==> src/sv/itf_pkg.sv <==
`default_nettype none

package itf_pkg;

  localparam int VALUE_W    = 64;
  localparam int NARROW_W   = 32;
  localparam int DIGITS     = 20;
  localparam int BCD_W      = 4 * DIGITS;
  localparam int CNT_W      = $clog2(DIGITS + 1);
  localparam int BIT_CNT_W  = $clog2(VALUE_W);
  localparam int QUEUE_DEPTH = 2;
  localparam int QPTR_W     = $clog2(QUEUE_DEPTH);
  localparam int QCNT_W     = $clog2(QUEUE_DEPTH + 1);

  localparam logic [7:0] CHAR_ZERO  = 8'h30;
  localparam logic [7:0] CHAR_LOWER_A = 8'h61;
  localparam logic [7:0] CHAR_MINUS = 8'h2d;

  typedef enum logic [1:0] {
    OP_SDEC = 2'd0,
    OP_UDEC = 2'd1,
    OP_HEX  = 2'd2
  } op_t;

  typedef enum logic [2:0] {
    B_IDLE,
    B_CONV,
    B_SKIP,
    B_SIGN,
    B_EMIT
  } back_state_t;

  typedef struct packed {
    logic               hex;
    logic               neg;
    logic [VALUE_W-1:0] mag;
  } job_t;

  function automatic logic [7:0] digit_char(input logic [3:0] d);
    logic [7:0] c;
    if (d < 4'd10) begin
      c = CHAR_ZERO + {4'b0, d};
    end else begin
      c = CHAR_LOWER_A + {4'b0, d} - 8'd10;
    end
    return c;
  endfunction

endpackage

`default_nettype wire

==> src/sv/integer_to_text_formatter.sv <==
`default_nettype none

// Formats one 64-bit word as ASCII text (signed decimal, unsigned decimal or lowercase
// hexadecimal, at 32 or 64 bits) and returns one character word per cycle while
// out_ready is high, most significant first, with last set on the final character.
// A two-entry queue sits between the input classifier and the converter, so new words
// are taken while a number is still being printed. A decimal number is first converted
// by bit-serial double dabble; leading zero digits are then skipped and the characters
// emitted; a hexadecimal number skips the conversion. The converter handles one number
// at a time.
module integer_to_text_formatter import itf_pkg::*; (
  input  wire logic               clk,
  input  wire logic               rst,
  input  wire logic               in_valid,
  output logic                    in_ready,
  input  wire logic [1:0]         op,
  input  wire logic               wide,
  input  wire logic [VALUE_W-1:0] value,
  output logic                    out_valid,
  input  wire logic               out_ready,
  output logic [7:0]              char_code,
  output logic                    last
);

  job_t in_job;
  job_t q_job;
  logic q_full;
  logic q_nonempty;
  logic q_pop;

  assign in_ready = !q_full;

  itf_front u_front (
    .op    (op),
    .wide  (wide),
    .value (value),
    .job   (in_job)
  );

  itf_queue u_queue (
    .clk      (clk),
    .rst      (rst),
    .push     (in_valid && !q_full),
    .push_job (in_job),
    .full     (q_full),
    .pop      (q_pop),
    .nonempty (q_nonempty),
    .pop_job  (q_job)
  );

  itf_back u_back (
    .clk       (clk),
    .rst       (rst),
    .job_valid (q_nonempty),
    .job       (q_job),
    .job_pop   (q_pop),
    .out_valid (out_valid),
    .out_ready (out_ready),
    .char_code (char_code),
    .last      (last)
  );

endmodule

`default_nettype wire

==> src/sv/itf_front.sv <==
`default_nettype none

module itf_front import itf_pkg::*; (
  input  wire logic [1:0]         op,
  input  wire logic               wide,
  input  wire logic [VALUE_W-1:0] value,
  output job_t                    job
);

  logic [VALUE_W-1:0] v;
  logic [VALUE_W-1:0] neg_v;
  logic               sign;
  logic               is_dec;

  always_comb begin
    v      = wide ? value : {{(VALUE_W-NARROW_W){1'b0}}, value[NARROW_W-1:0]};
    sign   = wide ? value[VALUE_W-1] : value[NARROW_W-1];
    neg_v  = ~v + {{(VALUE_W-1){1'b0}}, 1'b1};
    is_dec = (op == OP_SDEC) || (op == OP_UDEC);
    job.hex = !is_dec;
    job.neg = (op == OP_SDEC) && sign;
    if (job.neg) begin
      job.mag = wide ? neg_v : {{(VALUE_W-NARROW_W){1'b0}}, neg_v[NARROW_W-1:0]};
    end else begin
      job.mag = v;
    end
  end

endmodule

`default_nettype wire

==> src/sv/itf_queue.sv <==
`default_nettype none

module itf_queue import itf_pkg::*; (
  input  wire logic clk,
  input  wire logic rst,
  input  wire logic push,
  input  wire job_t push_job,
  output logic      full,
  input  wire logic pop,
  output logic      nonempty,
  output job_t      pop_job
);

  job_t              entries [QUEUE_DEPTH];
  logic [QPTR_W-1:0] wr_ptr;
  logic [QPTR_W-1:0] rd_ptr;
  logic [QCNT_W-1:0] count;

  assign full     = (count == QCNT_W'(QUEUE_DEPTH));
  assign nonempty = (count != '0);
  assign pop_job  = entries[rd_ptr];

  always_ff @(posedge clk) begin
    if (push) begin
      entries[wr_ptr] <= push_job;
    end
    if (rst) begin
      wr_ptr <= '0;
      rd_ptr <= '0;
      count  <= '0;
    end else begin
      if (push) begin
        wr_ptr <= wr_ptr + QPTR_W'(1);
      end
      if (pop) begin
        rd_ptr <= rd_ptr + QPTR_W'(1);
      end
      if (push && !pop) begin
        count <= count + QCNT_W'(1);
      end else if (pop && !push) begin
        count <= count - QCNT_W'(1);
      end
    end
  end

endmodule

`default_nettype wire

==> src/sv/itf_back.sv <==
`default_nettype none

module itf_back import itf_pkg::*; (
  input  wire logic       clk,
  input  wire logic       rst,
  input  wire logic       job_valid,
  input  wire job_t       job,
  output logic            job_pop,
  output logic            out_valid,
  input  wire logic       out_ready,
  output logic [7:0]      char_code,
  output logic            last
);

  back_state_t          state;
  back_state_t          state_next;
  logic [VALUE_W-1:0]   mag;
  logic [BCD_W-1:0]     bcd;
  logic [BCD_W-1:0]     bcd_adj;
  logic [CNT_W-1:0]     cnt;
  logic [BIT_CNT_W-1:0] bit_cnt;
  logic                 neg;
  logic                 out_free;
  logic [3:0]           top_digit;
  logic                 start_hex;
  logic                 start_dec;
  logic                 conv_step;
  logic                 shift_digit;
  logic                 load_char;
  logic [7:0]           char_val;
  logic                 last_val;

  assign out_free  = !out_valid || out_ready;
  assign top_digit = bcd[BCD_W-1 -: 4];

  always_comb begin
    for (int i = 0; i < DIGITS; i++) begin
      if (bcd[4*i +: 4] >= 4'd5) begin
        bcd_adj[4*i +: 4] = bcd[4*i +: 4] + 4'd3;
      end else begin
        bcd_adj[4*i +: 4] = bcd[4*i +: 4];
      end
    end
  end

  always_comb begin
    state_next = state;
    case (state)
      B_IDLE: begin
        if (job_valid) begin
          state_next = job.hex ? B_SKIP : B_CONV;
        end
      end
      B_CONV: begin
        if (bit_cnt == BIT_CNT_W'(VALUE_W - 1)) begin
          state_next = B_SKIP;
        end
      end
      B_SKIP: begin
        if (!(top_digit == 4'd0 && cnt > CNT_W'(1))) begin
          state_next = neg ? B_SIGN : B_EMIT;
        end
      end
      B_SIGN: begin
        if (out_free) begin
          state_next = B_EMIT;
        end
      end
      B_EMIT: begin
        if (out_free && cnt == CNT_W'(1)) begin
          state_next = B_IDLE;
        end
      end
      default: state_next = B_IDLE;
    endcase
  end

  always_comb begin
    job_pop     = 1'b0;
    start_hex   = 1'b0;
    start_dec   = 1'b0;
    conv_step   = 1'b0;
    shift_digit = 1'b0;
    load_char   = 1'b0;
    char_val    = digit_char(top_digit);
    last_val    = (cnt == CNT_W'(1));
    case (state)
      B_IDLE: begin
        job_pop   = job_valid;
        start_hex = job_valid && job.hex;
        start_dec = job_valid && !job.hex;
      end
      B_CONV: begin
        conv_step = 1'b1;
      end
      B_SKIP: begin
        shift_digit = (top_digit == 4'd0) && (cnt > CNT_W'(1));
      end
      B_SIGN: begin
        load_char = out_free;
        char_val  = CHAR_MINUS;
        last_val  = 1'b0;
      end
      B_EMIT: begin
        load_char   = out_free;
        shift_digit = out_free;
      end
      default: begin
      end
    endcase
  end

  always_ff @(posedge clk) begin
    if (start_hex) begin
      bcd <= {{(BCD_W-VALUE_W){1'b0}}, job.mag};
      neg <= job.neg;
      cnt <= CNT_W'(DIGITS);
    end else if (start_dec) begin
      bcd     <= '0;
      mag     <= job.mag;
      neg     <= job.neg;
      cnt     <= CNT_W'(DIGITS);
      bit_cnt <= '0;
    end else if (conv_step) begin
      bcd     <= {bcd_adj[BCD_W-2:0], mag[VALUE_W-1]};
      mag     <= {mag[VALUE_W-2:0], 1'b0};
      bit_cnt <= bit_cnt + BIT_CNT_W'(1);
    end else if (shift_digit) begin
      bcd <= {bcd[BCD_W-5:0], 4'd0};
      cnt <= cnt - CNT_W'(1);
    end
    if (load_char) begin
      char_code <= char_val;
      last      <= last_val;
    end
    if (rst) begin
      state     <= B_IDLE;
      out_valid <= 1'b0;
    end else begin
      state <= state_next;
      if (load_char) begin
        out_valid <= 1'b1;
      end else if (out_ready) begin
        out_valid <= 1'b0;
      end
    end
  end

endmodule

`default_nettype wire
==> config.mk <==
export PLATFORM = sky130hd
export DESIGN_NAME = integer_to_text_formatter
export DESIGN_NICKNAME = d
export VERILOG_FILES = /design/src/sv/itf_pkg.sv /design/src/sv/integer_to_text_formatter.sv /design/src/sv/itf_front.sv /design/src/sv/itf_queue.sv /design/src/sv/itf_back.sv
export SDC_FILE = /design/constraint.sdc
export NUM_CORES = 1
export LEC_CHECK = 0
export BUFFER_PORTS_ARGS = -buffer_cell sky130_fd_sc_hd__clkbuf_2
export CORE_ASPECT_RATIO = 0.9
export CORE_MARGIN = 10
export CORE_UTILIZATION = 40
export DETAILED_ROUTE_END_ITERATION = 16
export PLACE_DENSITY_LB_ADDON = 0.3
export SYNTH_ARGS = -nofsm -noshare
export SYNTH_HDL_FRONTEND = slang
export SYNTH_SLANG_ARGS = --single-unit
==> constraint.sdc <==
create_clock -name clk -period 4.3 [get_ports clk]
set_clock_uncertainty 0.15 [all_clocks]
set_input_delay 0.215 -clock clk [delete_from_list [all_inputs] [get_ports clk]]
set_output_delay 0.215 -clock clk [all_outputs]
set_load 0.1 [all_outputs]
### Word-level counts from Yosys, hierarchy flattened

Memories as Yosys holds them, arrays and structs flattened. A register that Yosys moved wholly into a read port is not among the register bits.
Cells that the tools add are included.

| operators by class | value |
|---|---|
| equal/unequal tests | 13 |
| order comparisons | 22 |
| muxes and demuxes | 56 |
| bitwise gates (word level) | 3 |
| reductions and logical operators | 31 |
| add/sub/neg operators | 30 |

Operator list:

| operator | count |
|---|---|
| two-way mux 64 bit | 7 |
| two-way mux 80 bit | 2 |
| >= comparator 4 x 3 -> 1 bit, second input constant | 20 |
| adder 4 x 2 -> 4 bit, second input constant | 19 |
| two-way mux 4 bit | 19 |
| adder 64 x 1 -> 64 bit, second input constant | 1 |
| inverter 64 bit | 1 |
| two-way mux 3 bit | 7 |
| case mux 3 bit (5 select lines) | 1 |
| two-way mux 1 bit | 14 |
| nonzero test 2 bit | 6 |
| adder 7 x 4 -> 8 bit, first input constant | 1 |
| logical AND 1 bit | 8 |
| two-way mux 8 bit | 1 |
| inequality test 2 x 1 -> 1 bit, second input constant | 4 |
| subtractor 8 x 4 -> 8 bit, second input constant | 1 |
| adder 6 x 4 -> 7 bit, first input constant | 1 |
| adder 6 x 1 -> 6 bit, second input constant | 1 |
| equality test 3 x 2 -> 1 bit, second input constant | 2 |
| equality test 6 bit, second input constant | 1 |
| zero test 1 bit | 6 |
| two-way mux 2 bit | 3 |
| two-way mux 6 bit | 1 |
| equality test 5 x 1 -> 1 bit, second input constant | 1 |
| 22 further kinds | 27 |

| word-level totals | value |
|---|---|
| logic and storage cells | 169 |
| output and inout port bits | 11 |
| register bits | 173 |
| input bits | 71 |
| memory bits (writable) | 132 |
| memories kept | 1 |

Memory list:

| name | depth | width | rd ports | clocked after memory_dff | wr ports | line | text |
|---|---|---|---|---|---|---|---|
| u_queue.entries | 2 | 66 | 1 | 1 | 1 | itf_queue.sv:14 | `job_t entries [QUEUE_DEPTH];` |

### Longest topological paths before layout

Gate-level depths: netlist of run 1.

| logic depth | value |
|---|---|
| depth after elaboration | 7 |
| gate-level depth with buffers | 10 |
| depth with buffers taken out | 8 |

### Modules after synthesis

From an unflattened synthesis of run 1, not the netlist that was laid out.

| second synthesis, totals | value |
|---|---|
| cell total of the unflattened synthesis | 1495 |
| area total of the unflattened synthesis | 17001.3 um^2 |

By module, submodules not included:

| module | area an instance (um^2) | cells an instance | seq. area each (um^2) | times used |
|---|---|---|---|---|
| itf_back | 9579.2 | 891 | 4794.6 | 1 |
| itf_queue | 4983.5 | 227 | 4063.9 | 1 |
| itf_front | 2428.6 | 375 | 0.0 | 1 |
| integer_to_text_formatter | 10.0 | 2 | 0.0 | 1 |

### Least setup slack after synthesis of run 1

Ideal clock, no wire load.

| timing path | value |
|---|---|
| kind | register to register |
| from | reg u_queue.count[0] |
| to | mem u_queue.entries[0][0] (netlist bit), enable pin |
| buffers on the path | 0 |
| cell stages (with the launch flop) | 4 |
| setup time | 0.491 ns |
| data arrival time | 4.234 ns |
| path slack | -0.575 ns |
| period minus slack after synthesis | 4.875 ns |
| required time | 3.659 ns |
| cell sequence | dfxtp_1 nand2b_1 nand2_1 nor2_1 |

| on the way | value |
|---|---|
| cells in the longest elaborated chain, start to end | 5 |

RTL lines:

| item | line | text |
|---|---|---|
| start, declared | itf_queue.sv:17 | `logic [QCNT_W-1:0] count;` |
| start signal, assigned | itf_queue.sv:39 | `count <= count + QCNT_W'(1);` |
| start signal, assigned | itf_queue.sv:41 | `count <= count - QCNT_W'(1);` |
| equality test 2 bit | itf_queue.sv:19 | `assign full = (count == QCNT_W'(QUEUE_DEPTH));` |
| zero test 1 bit | n/a |  |
| net in_ready | integer_to_text_formatter.sv:15 | `output logic in_ready,` |
| logical AND 1 bit | integer_to_text_formatter.sv:43 | `.push (in_valid && !q_full),` |
| two-way mux 1 bit | itf_queue.sv:24 | `if (push) begin` |
| two-way mux 1 bit (not written as such) | itf_queue.sv:25 | `entries[wr_ptr] <= push_job;` |
| end, declared | itf_queue.sv:14 |  |

The timed path passes the listed nets, and every way through them passes these cells.

==> impl_metrics.env, run 1 <==
export IMPL_status="finished, final reports clean"
export IMPL_numCtsBuffers=35
export IMPL_slowest_delay_ns=0.70
export IMPL_placed_cell_area_mm2=0.0173
export IMPL_final_antenna_net_count=0
export IMPL_rows=70
export IMPL_yosys_top_cells_count="edfxtp_1 (275), o21ai_0 (182), nand2_1 (145)"
export IMPL_die_area_mm2=0.0495
export IMPL_arrival_ns=3.05
export IMPL_fin_util_pct=47.1
export IMPL_drv_slew=0
export IMPL_tightestPinTransition_ns=1.06
export IMPL_synth_seq_area_share_pct=54.0
export IMPL_h_tree_depth=2
export IMPL_fin_nets=1776
export IMPL_grt_max_degree=129
export IMPL_yosysWarnings=0
export IMPL_synth_cell_types=62
export IMPL_p_leak_nw=6.78
export IMPL_antenna_found_initial=1
export IMPL_grt_pass1_wl_mm=63.1
export IMPL_hold_buffers=64
export IMPL_yosys_most_used_dff="edfxtp_1"
export IMPL_num_vias=12000
export IMPL_ir_worst_vdd_mv=0.398
export IMPL_netlist_area_mm2=0.0164
export IMPL_cts_tree="yes"
export IMPL_critPathKind="input port to register"
export IMPL_synth_fp_nets=1659
export IMPL_die_w_um=233
export IMPL_hpwl_mm=25.7
export IMPL_synth_most_common_cell="edfxtp_1"
export IMPL_power_density_mw_per_mm2=690
export IMPL_holdWs_ns=0.0353
export IMPL_nFillCells=3686
export IMPL_fin_cells=2225
export IMPL_gp_congestion=0.850
export IMPL_min_period_ns=2.90
export IMPL_crit_buf_inv=3
export IMPL_drt_wl_total_mm=38.9
export IMPL_setup_viol=0
export IMPL_cts_max_path_buffers=3
export IMPL_die_h_um=212
export IMPL_postSynth_asyncResetShare_pct=0
export IMPL_synth_top_area_share_pct=50.3
export IMPL_initial_core_util_pct=40.4
export IMPL_cts_clk_slew_worst_paths_ns=0.06
export IMPL_syn_inst=1542
export IMPL_cp_slowest_cell="nor4_2"
export IMPL_synthTopCellsByArea="edfxtp_1 (50%), o21ai_0 (5.6%), mux2i_1 (5.0%), xnor2_1 (3.7%), a21oi_1 (3.7%)"
export IMPL_grt_pass1_vias=11600
export IMPL_post_cts_buffers=0
export IMPL_place_inst=2098
export IMPL_io_pins=82
export IMPL_post_cts_resized=0
export IMPL_drv_cap=0
export IMPL_cp_cell_sequence="dlygate4sd3_1 > clkbuf_2 > inv_1 > ha_1 > nor2b_1 > nand4_1 > nor4_2 > a31oi_1 > xnor2_1 > nor2_1"
export IMPL_period_share_pct=67.5
export IMPL_path_max_fanout=7
export IMPL_core_area_mm2=0.0406
export IMPL_via_per_inst=5.38
export IMPL_drcViolationCount=0
export IMPL_drive_above_1_share_pct=13.7
export IMPL_fmax_ghz=0.344
export IMPL_drt_initial_drc_count=1086
export IMPL_wl_per_cell_um=17.5
export IMPL_cts_sinks=305
export IMPL_grt_usage_pct=15.7
export IMPL_avgSynthCellArea_um2=10.6
export IMPL_cp_required_ns=4.44
export IMPL_crit_family="simple AND/OR/NAND/NOR gates"
export IMPL_slew_headroom_pct=29.1
export IMPL_globalRoute_totalOverflow=0
export IMPL_io_buffers=80
export IMPL_yosysTopAreaCell="edfxtp_1"
export IMPL_fin_area_mm2=0.0191
export IMPL_hold_viol_final=0
export IMPL_syn_to_final_growth_pct=16.5
export IMPL_fin_tns_setup_ns=0
export IMPL_synth_edf_count=275
export IMPL_clkLatencyLatePin_ns=0.56
export IMPL_cp_start_kind="input port"
export IMPL_hold_path_class="input port to register"
export IMPL_ys_ff_latch=305
export IMPL_rsz0062_at_grt="false"
export IMPL_cts_root_buffer="clkbuf_16"
export IMPL_dr_pass1_iters=5
export IMPL_end_kind="register"
per-layer routing:
metal,share of wire [%],up-vias,track usage (%)
met5,0,-,0
met4,3.1,0,6.27
met3,5.0,88,2.07
met2,44,343,24.3
met1,48,5687,22.0
li1,-,5861,-
logic make-up (layout without fill, tap and decap cells):
| logic type | after synthesis | in the layout | synth area share (%) |
|---|---|---|---|
| flip-flops | 305 | 305 | 54.0 |
| other | 2 | 3 | 0.0458 |
| multiplexers | 84 | 84 | 5.14 |
| AO/OA/AOI/OAI | 389 | 389 | 13.3 |
| XOR/XNOR | 91 | 91 | 4.86 |
| AND/OR/NAND/NOR | 483 | 483 | 15.5 |
| buffers and inverters | 142 | 284 | 3.59 |
| adder cells (fa/ha/maj) | 46 | 46 | 3.51 |
power by group:
group          switching, mW  internal, mW
Clock                   1.24          1.77
Combinational           2.91          1.72
Sequential             0.739          4.83
Total                   4.88          8.31
stage by stage:
stage	power [mW]	setup slack [ns]
detailed placement	10.2	1.41
floorplan	8.88	0.521
global placement	10.0	1.44
global route	14.2	1.18
finish	13.2	1.40
CTS	13.3	1.42
placed cells by master (no fill, tap or decap), types with 27 or more instances in the layout:
master | synthesis | final
edfxtp_1 | 275 | 275
o21ai_0 | 182 | 182
nand2_1 | 145 | 144
nor2_1 | 133 | 132
a21oi_1 | 120 | 120
mux2i_1 | 82 | 82
clkbuf_2 | 0 | 80
xnor2_1 | 69 | 69
dlygate4sd3_1 | 0 | 64
inv_1 | 59 | 58
or3b_2 | 51 | 51
ha_1 | 46 | 46
clkbuf_16 | 0 | 35
dfxtp_1 | 30 | 29
a31oi_1 | 28 | 28
nand2b_1 | 28 | 27
nor3_1 | 27 | 27
final cells by class:
cell class	instances	area (um2)	share of cell area (%)
antenna	1	2.50	0.0131
clock buffer	41	908	4.75
clock inverter	21	249	1.30
inverter	60	225	1.18
multi-input combinational	1095	6980	36.5
sequential	305	8860	46.4
tap	540	676	3.53
timing repair buffer	162	1210	6.35
worst min-delay path: cells and delay by family:
| kind | cells | cell delay [ns] |
|---|---|---|
| buffers and inverters | 1 | 0.15 |
| xor gates and xnor gates | 1 | 0.13 |
| and+or+nand+nor | 1 | 0.05 |
state kept, by name (all words and copies together), names as in the netlist, named ones only:
name and count:
u_queue.entries 132, u_back.bcd 80, u_back.mag 64, u_back.char_code 7, u_back.bit_cnt 6, u_back.cnt 5
u_back.state 3, u_queue.count 2, u_back.last 1, u_back.neg 1, u_back.out_valid 1, u_queue.rd_ptr 1
u_queue.wr_ptr 1
worst paths after layout:
path / slack, ns / start / cells after the start / to
min: 0.04 / value[41] / 3 / u_queue.entries[0][41]
min reg2reg: 0.35 / u_back.cnt[4] / 2 / u_back.cnt[4]
max: 1.40 / value[0] / 10 / u_queue.entries[1][38]
max reg2reg: 1.41 / u_back.bcd[77] / 9 / u_back.bcd[18]
No activity file was read; power rests on OpenSTA's default activity.
==> run 2: changes to the inputs <==
clock period = 2.83 ns   (was 4.3 ns; I/O delays follow)
==> run 2 against run 1 <==
Net effect:
- non-clock buffer count grew 29
- sequential cell count is the same
- die area is the same
- worst setup slack lost 1.3 ns
- combinational power grew 58%
- largest power group unchanged
- highest routed layer unchanged
==> impl_metrics.env, run 2 (synthesis gave the netlist of run 1 again) <==
export IMPL_status="finished, final reports clean"
export IMPL_cts_root_buffer="clkbuf_16"
export IMPL_drt_wl_total_mm=38.9
export IMPL_globalRoute_totalOverflow=0
export IMPL_period_share_pct=97.3
export IMPL_hpwl_mm=26.1
export IMPL_die_area_mm2=0.0495
export IMPL_final_common_cell="edfxtp_1"
export IMPL_drcViolationCount=0
export IMPL_fin_util_pct=47.7
export IMPL_fin_tns_setup_ns=0
export IMPL_drv_cap=0
export IMPL_h_tree_depth=2
export IMPL_io_pins=82
export IMPL_antenna_cells=0
export IMPL_fmax_ghz=0.363
export IMPL_grt_pass1_vias=11800
export IMPL_slew_headroom_pct=51.1
export IMPL_top_regs="u_queue.entries: 132 flops, u_back.bcd: 80 flops, u_back.mag: 64 flops"
export IMPL_num_vias=12000
export IMPL_power_density_mw_per_mm2=1030
export IMPL_core_area_mm2=0.0406
export IMPL_nFillCells=3670
export IMPL_tightestPinTransition_ns=0.734
export IMPL_dr_pass1_iters=5
export IMPL_cp_required_ns=2.93
export IMPL_final_antenna_net_count=0
export IMPL_via_per_inst=5.32
export IMPL_initial_core_util_pct=40.4
export IMPL_hold_viol_final=0
export IMPL_place_inst=2121
export IMPL_die_h_um=212
export IMPL_arrival_ns=2.86
export IMPL_cp_slowest_cell="dlygate4sd3_1"
export IMPL_grt_usage_pct=15.5
export IMPL_crit_buf_inv=3
export IMPL_grt_max_degree=86
export IMPL_seq_area_mm2=0.00886
export IMPL_largest_register_ffs=132
export IMPL_antenna_found_initial=1
export IMPL_path_max_fanout=4
export IMPL_die_w_um=233
export IMPL_fin_area_mm2=0.0194
export IMPL_multi_input_area_mm2=0.00701
export IMPL_hold_path_class="input port to register"
export IMPL_gp_congestion=0.855
export IMPL_final_cell_mix="edfxtp_1 (275), o21ai_0 (182), nand2_1 (144)"
export IMPL_grt_pass1_wl_mm=62.6
export IMPL_io_buffers=80
export IMPL_crit_path_frequent_cell="dlygate4sd3_1"
export IMPL_cts_clk_slew_worst_paths_ns=0.06
export IMPL_fin_nets=1805
export IMPL_largest_register="u_queue.entries"
export IMPL_drv_slew=0
export IMPL_slowest_delay_ns=0.59
export IMPL_holdWs_ns=0.0501
export IMPL_p_leak_nw=6.90
export IMPL_wl_per_cell_um=17.3
export IMPL_ir_worst_vdd_mv=0.467
export IMPL_cts_sinks=305
export IMPL_setup_viol=0
export IMPL_numCtsBuffers=35
export IMPL_min_period_ns=2.75
export IMPL_cts_max_path_buffers=3
export IMPL_cp_start_kind="input port"
export IMPL_drive_above_1_share_pct=14.9
export IMPL_fin_cells=2249
export IMPL_cp_cell_sequence="dlygate4sd3_1 > clkbuf_2 > nor4_4 > nand2b_1 > or3_1 > o31ai_1 > xnor2_1 > dlygate4sd3_1"
export IMPL_drt_initial_drc_count=860
export IMPL_crit_family="buffers and inverters"
export IMPL_end_kind="register"
export IMPL_placed_cell_area_mm2=0.0176
export IMPL_clkLatencyLatePin_ns=0.51
export IMPL_cts_tree="yes"
export IMPL_rows=70
export IMPL_syn_to_final_growth_pct=18.0
export IMPL_critPathKind="input port to register"
## run 2: cell types whose count changed in the layout (fill, tap and decap cells not counted), moves of 4 or more
| cell | delta |
|---|---|
| buf_12 | +5 |
| buf_4 | +20 |
| clkbuf_1 | +4 |
| clkinv_2 | -4 |
| dlygate4sd3_1 | +4 |
## run 2: per-stage QoR
step / worst slack [ns] / total power [mW]
2_1_floorplan: 0.0112 / 13.5
3_3_place_gp: 0.392 / 15.4
3_5_place_dp: 0.302 / 15.6
4_1_cts: 0.0344 / 20.1
5_1_grt: -0.00952 / 21.4
6_report: 0.0754 / 19.9
## run 2: area by class of cell
type,count,share of cell area (%)
clock inverter,12,0.569
timing repair buffer,191,7.77
clock buffer,46,4.96
inverter,60,1.20
tap,540,3.49
sequential,305,45.8
multi-input combinational,1095,36.2
## run 2: final timing paths
| kind | depth (start not counted) | slack (ns) | start | end |
|---|---|---|---|---|
| worst max-delay path | 8 | 0.08 | value[12] | u_queue.entries[1][29] |
| worst min-delay path | 3 | 0.05 | value[48] | u_queue.entries[0][48] |
| worst max register to register | 5 | 0.34 | u_back.state[0] | u_back.bcd[20] |
| worst min register to register | 2 | 0.35 | u_back.cnt[4] | u_back.cnt[4] |
## run 2: repair_timing
| action | in CTS | in global routing |
|---|---|---|
| resized for setup | 0 | 4 |
| endpoints found under the hold margin | 135 | 0 |
| buffers inserted | 0 | 2 |
| endpoints found under the setup margin | 0 | 4 |
| hold buffers | 68 | 0 |
## run 2: tightest hold or removal path, cell delays in order
cell and delay, ns:
clkbuf_2 0.15, a21oi_1 0.08, o21ai_0 0.21
## run 2: report_power, final
part	switching (mW)	internal, mW	total [mW]
clock network	1.70	2.55	4.25
logic	4.52	2.77	7.29
registers	1.04	7.32	8.37
total	7.26	12.6	19.9
## run 2: layer usage
metal  part of all wire, %  GRT usage (%)
met4                   2.6           5.20
met2                    46           24.5
met3                   4.7           2.27
met1                    47           21.3
met5                     0              0
==> run 3: changes to the inputs <==
CORE_UTILIZATION = 30   (was 40)
==> run 3 against run 2 <==
Net effect:
- hold slack worse by 0.014 ns
- combinational power up 2%
- first-iteration DRC count down 5.0%
- worst setup slack worse by 0.019 ns
- non-clock buffer count up 17
- maximum frequency down 0.70%
- critical path type unchanged
- largest cell class unchanged
- largest power group unchanged
==> impl_metrics.env, run 3 (synthesis gave the netlist of run 1 again) <==
export IMPL_wl_met3_mm=1.54
export IMPL_fin_tns_setup_ns=0
export IMPL_setup_viol=0
export IMPL_path_max_fanout=5
export IMPL_drv_slew=0
export IMPL_cts_root_buffer="clkbuf_16"
export IMPL_drt_wl_total_mm=40.5
export IMPL_critPathKind="input port to register"
export IMPL_cp_required_ns=2.96
export IMPL_largest_register_ffs=132
export IMPL_top_regs="u_queue.entries: 132 flops, u_back.bcd: 80 flops, u_back.mag: 64 flops"
export IMPL_min_period_ns=2.77
export IMPL_slowest_delay_ns=0.57
export IMPL_arrival_ns=2.90
export IMPL_grt_pass1_vias=11800
export IMPL_final_antenna_net_count=0
export IMPL_p_leak_nw=7.00
export IMPL_cts_max_path_buffers=3
export IMPL_end_kind="register"
export IMPL_cts_tree="yes"
export IMPL_rsz0062_at_grt="false"
export IMPL_fin_nets=1823
export IMPL_initial_core_util_pct=30.3
export IMPL_power_density_mw_per_mm2=1020
export IMPL_hpwl_mm=28.3
export IMPL_antenna_found_initial=0
export IMPL_placed_cell_area_mm2=0.0179
export IMPL_ir_worst_vdd_mv=0.470
export IMPL_dr_pass1_iters=5
export IMPL_wl_per_cell_um=16.6
export IMPL_met2_length_mm=18.1
export IMPL_rows=81
export IMPL_grt_usage_pct=12.3
export IMPL_cp_cell_sequence="dlygate4sd3_1 > clkbuf_2 > nor4_4 > nand2b_1 > buf_4 > or3_1 > o31ai_1 > xnor2_1 > dlygate4sd3_1"
export IMPL_final_common_cell="edfxtp_1"
export IMPL_cp_slowest_cell="dlygate4sd3_1"
export IMPL_io_buffers=80
export IMPL_place_inst=2301
export IMPL_drive_above_1_share_pct=15.8
export IMPL_r2r_start="u_back.bcd[76]"
export IMPL_grt_max_degree=88
export IMPL_core_area_mm2=0.0542
export IMPL_r2r_slack_ns=0.34
export IMPL_num_vias=12000
export IMPL_grt_pass1_wl_mm=65.1
export IMPL_fin_util_pct=36.4
export IMPL_io_pins=82
export IMPL_h_tree_depth=2
export IMPL_period_share_pct=98.0
export IMPL_slew_headroom_pct=50.9
export IMPL_die_w_um=266
export IMPL_final_cell_mix="edfxtp_1 (275), o21ai_0 (182), nand2_1 (144)"
export IMPL_syn_to_final_growth_pct=20.3
export IMPL_globalRoute_totalOverflow=0
export IMPL_numCtsBuffers=36
export IMPL_clkLatencyLatePin_ns=0.54
export IMPL_worstHoldEndpoint="u_back.last"
export IMPL_holdWs_ns=0.0357
export IMPL_wl_met1_mm=19.9
export IMPL_highest_layer="met4"
export IMPL_drv_cap=0
export IMPL_status="finished, final reports clean"
export IMPL_total_power_mw=20.1
export IMPL_rr_endpoint="u_back.bcd[31]"
export IMPL_crit_family="buffers and inverters"
export IMPL_crit_buf_inv=4
export IMPL_fin_area_mm2=0.0197
export IMPL_hold_path_class="input port to register"
export IMPL_tightestPinTransition_ns=0.737
export IMPL_dp_slack_ns=0.331
export IMPL_die_h_um=242
export IMPL_drcViolationCount=0
export IMPL_drt_initial_drc_count=817
export IMPL_cts_sinks=305
export IMPL_largest_register="u_queue.entries"
export IMPL_fmax_ghz=0.361
export IMPL_reg2reg_depth=8
export IMPL_gp_congestion=0.848
export IMPL_cp_start_kind="input port"
export IMPL_holdPathStages=3
export IMPL_cts_clk_slew_worst_paths_ns=0.05
export IMPL_crit_path_frequent_cell="dlygate4sd3_1"
export IMPL_die_area_mm2=0.0644
export IMPL_nFillCells=5313
export IMPL_final_setup_worst_slack_ns=0.0561
export IMPL_via_per_inst=4.91
export IMPL_hold_start="out_ready"
export IMPL_fin_cells=2436
export IMPL_hold_viol_final=0
export IMPL_antenna_cells=0
==> run 3: changes by cell type in the layout (fill, tap and decap cells not counted), moves of 2 or more <==
cell / previous run / this run
buf_4: 35 / 48
inv_6: 0 / 3
clkinv_1: 5 / 8
buf_12: 8 / 10
dlygate4sd3_1: 68 / 70
clkbuf_1: 9 / 7
clkinv_2: 3 / 6
==> run 3: how the worst max path moves through the flow <==
stage,end,slack [ns],start,depth (start not counted)
floorplan,u_back.bcd[0],0.01,u_back.bcd[76],8
global placement,u_back.bcd[20],0.37,u_back.bcd[76],8
detailed placement,u_back.bcd[21],0.33,u_back.bcd[76],8
CTS,u_queue.entries[1][29],0.03,value[12],8
global route,u_queue.entries[0][29],0.0003,value[0],8
finish,u_queue.entries[1][29],0.06,value[12],9
==> run 3: what timing repair did <==
| action | CTS | global route |
|---|---|---|
| gates resized for setup | 0 | 4 |
| endpoints found under the setup margin | 0 | 4 |
| buffers inserted | 0 | 2 |
| hold buffers | 71 | 0 |
| endpoints found under the hold margin | 139 | 0 |
==> run 3: worst min-delay path, stage by stage <==
cell,delay [ns]
clkbuf_2,0.08
inv_1,0.07
a21oi_1,0.23
==> run 3: per-layer routing <==
layer / track usage, % / vias up
met1: 17.4 / 5697
met3: 1.93 / 71
li1: - / 5945
met4: 4.10 / 0
met5: 0 / -
met2: 18.8 / 241
==> run 3: cell type report <==
cell class                 instances  area (um2)  area share (%)
clock inverter                    19         128           0.647
multi-input combinational       1095        7020            35.6
tap                              705         882            4.47
sequential                       305        8860            44.9
inverter                          60         229            1.16
timing repair buffer             208        1660            8.42
clock buffer                      44         952            4.82
==> run 3: report_power, final <==
part	internal [mW]	switching, mW
registers	7.32	1.06
logic	2.87	4.56
clock network	2.49	1.84
total	12.7	7.46
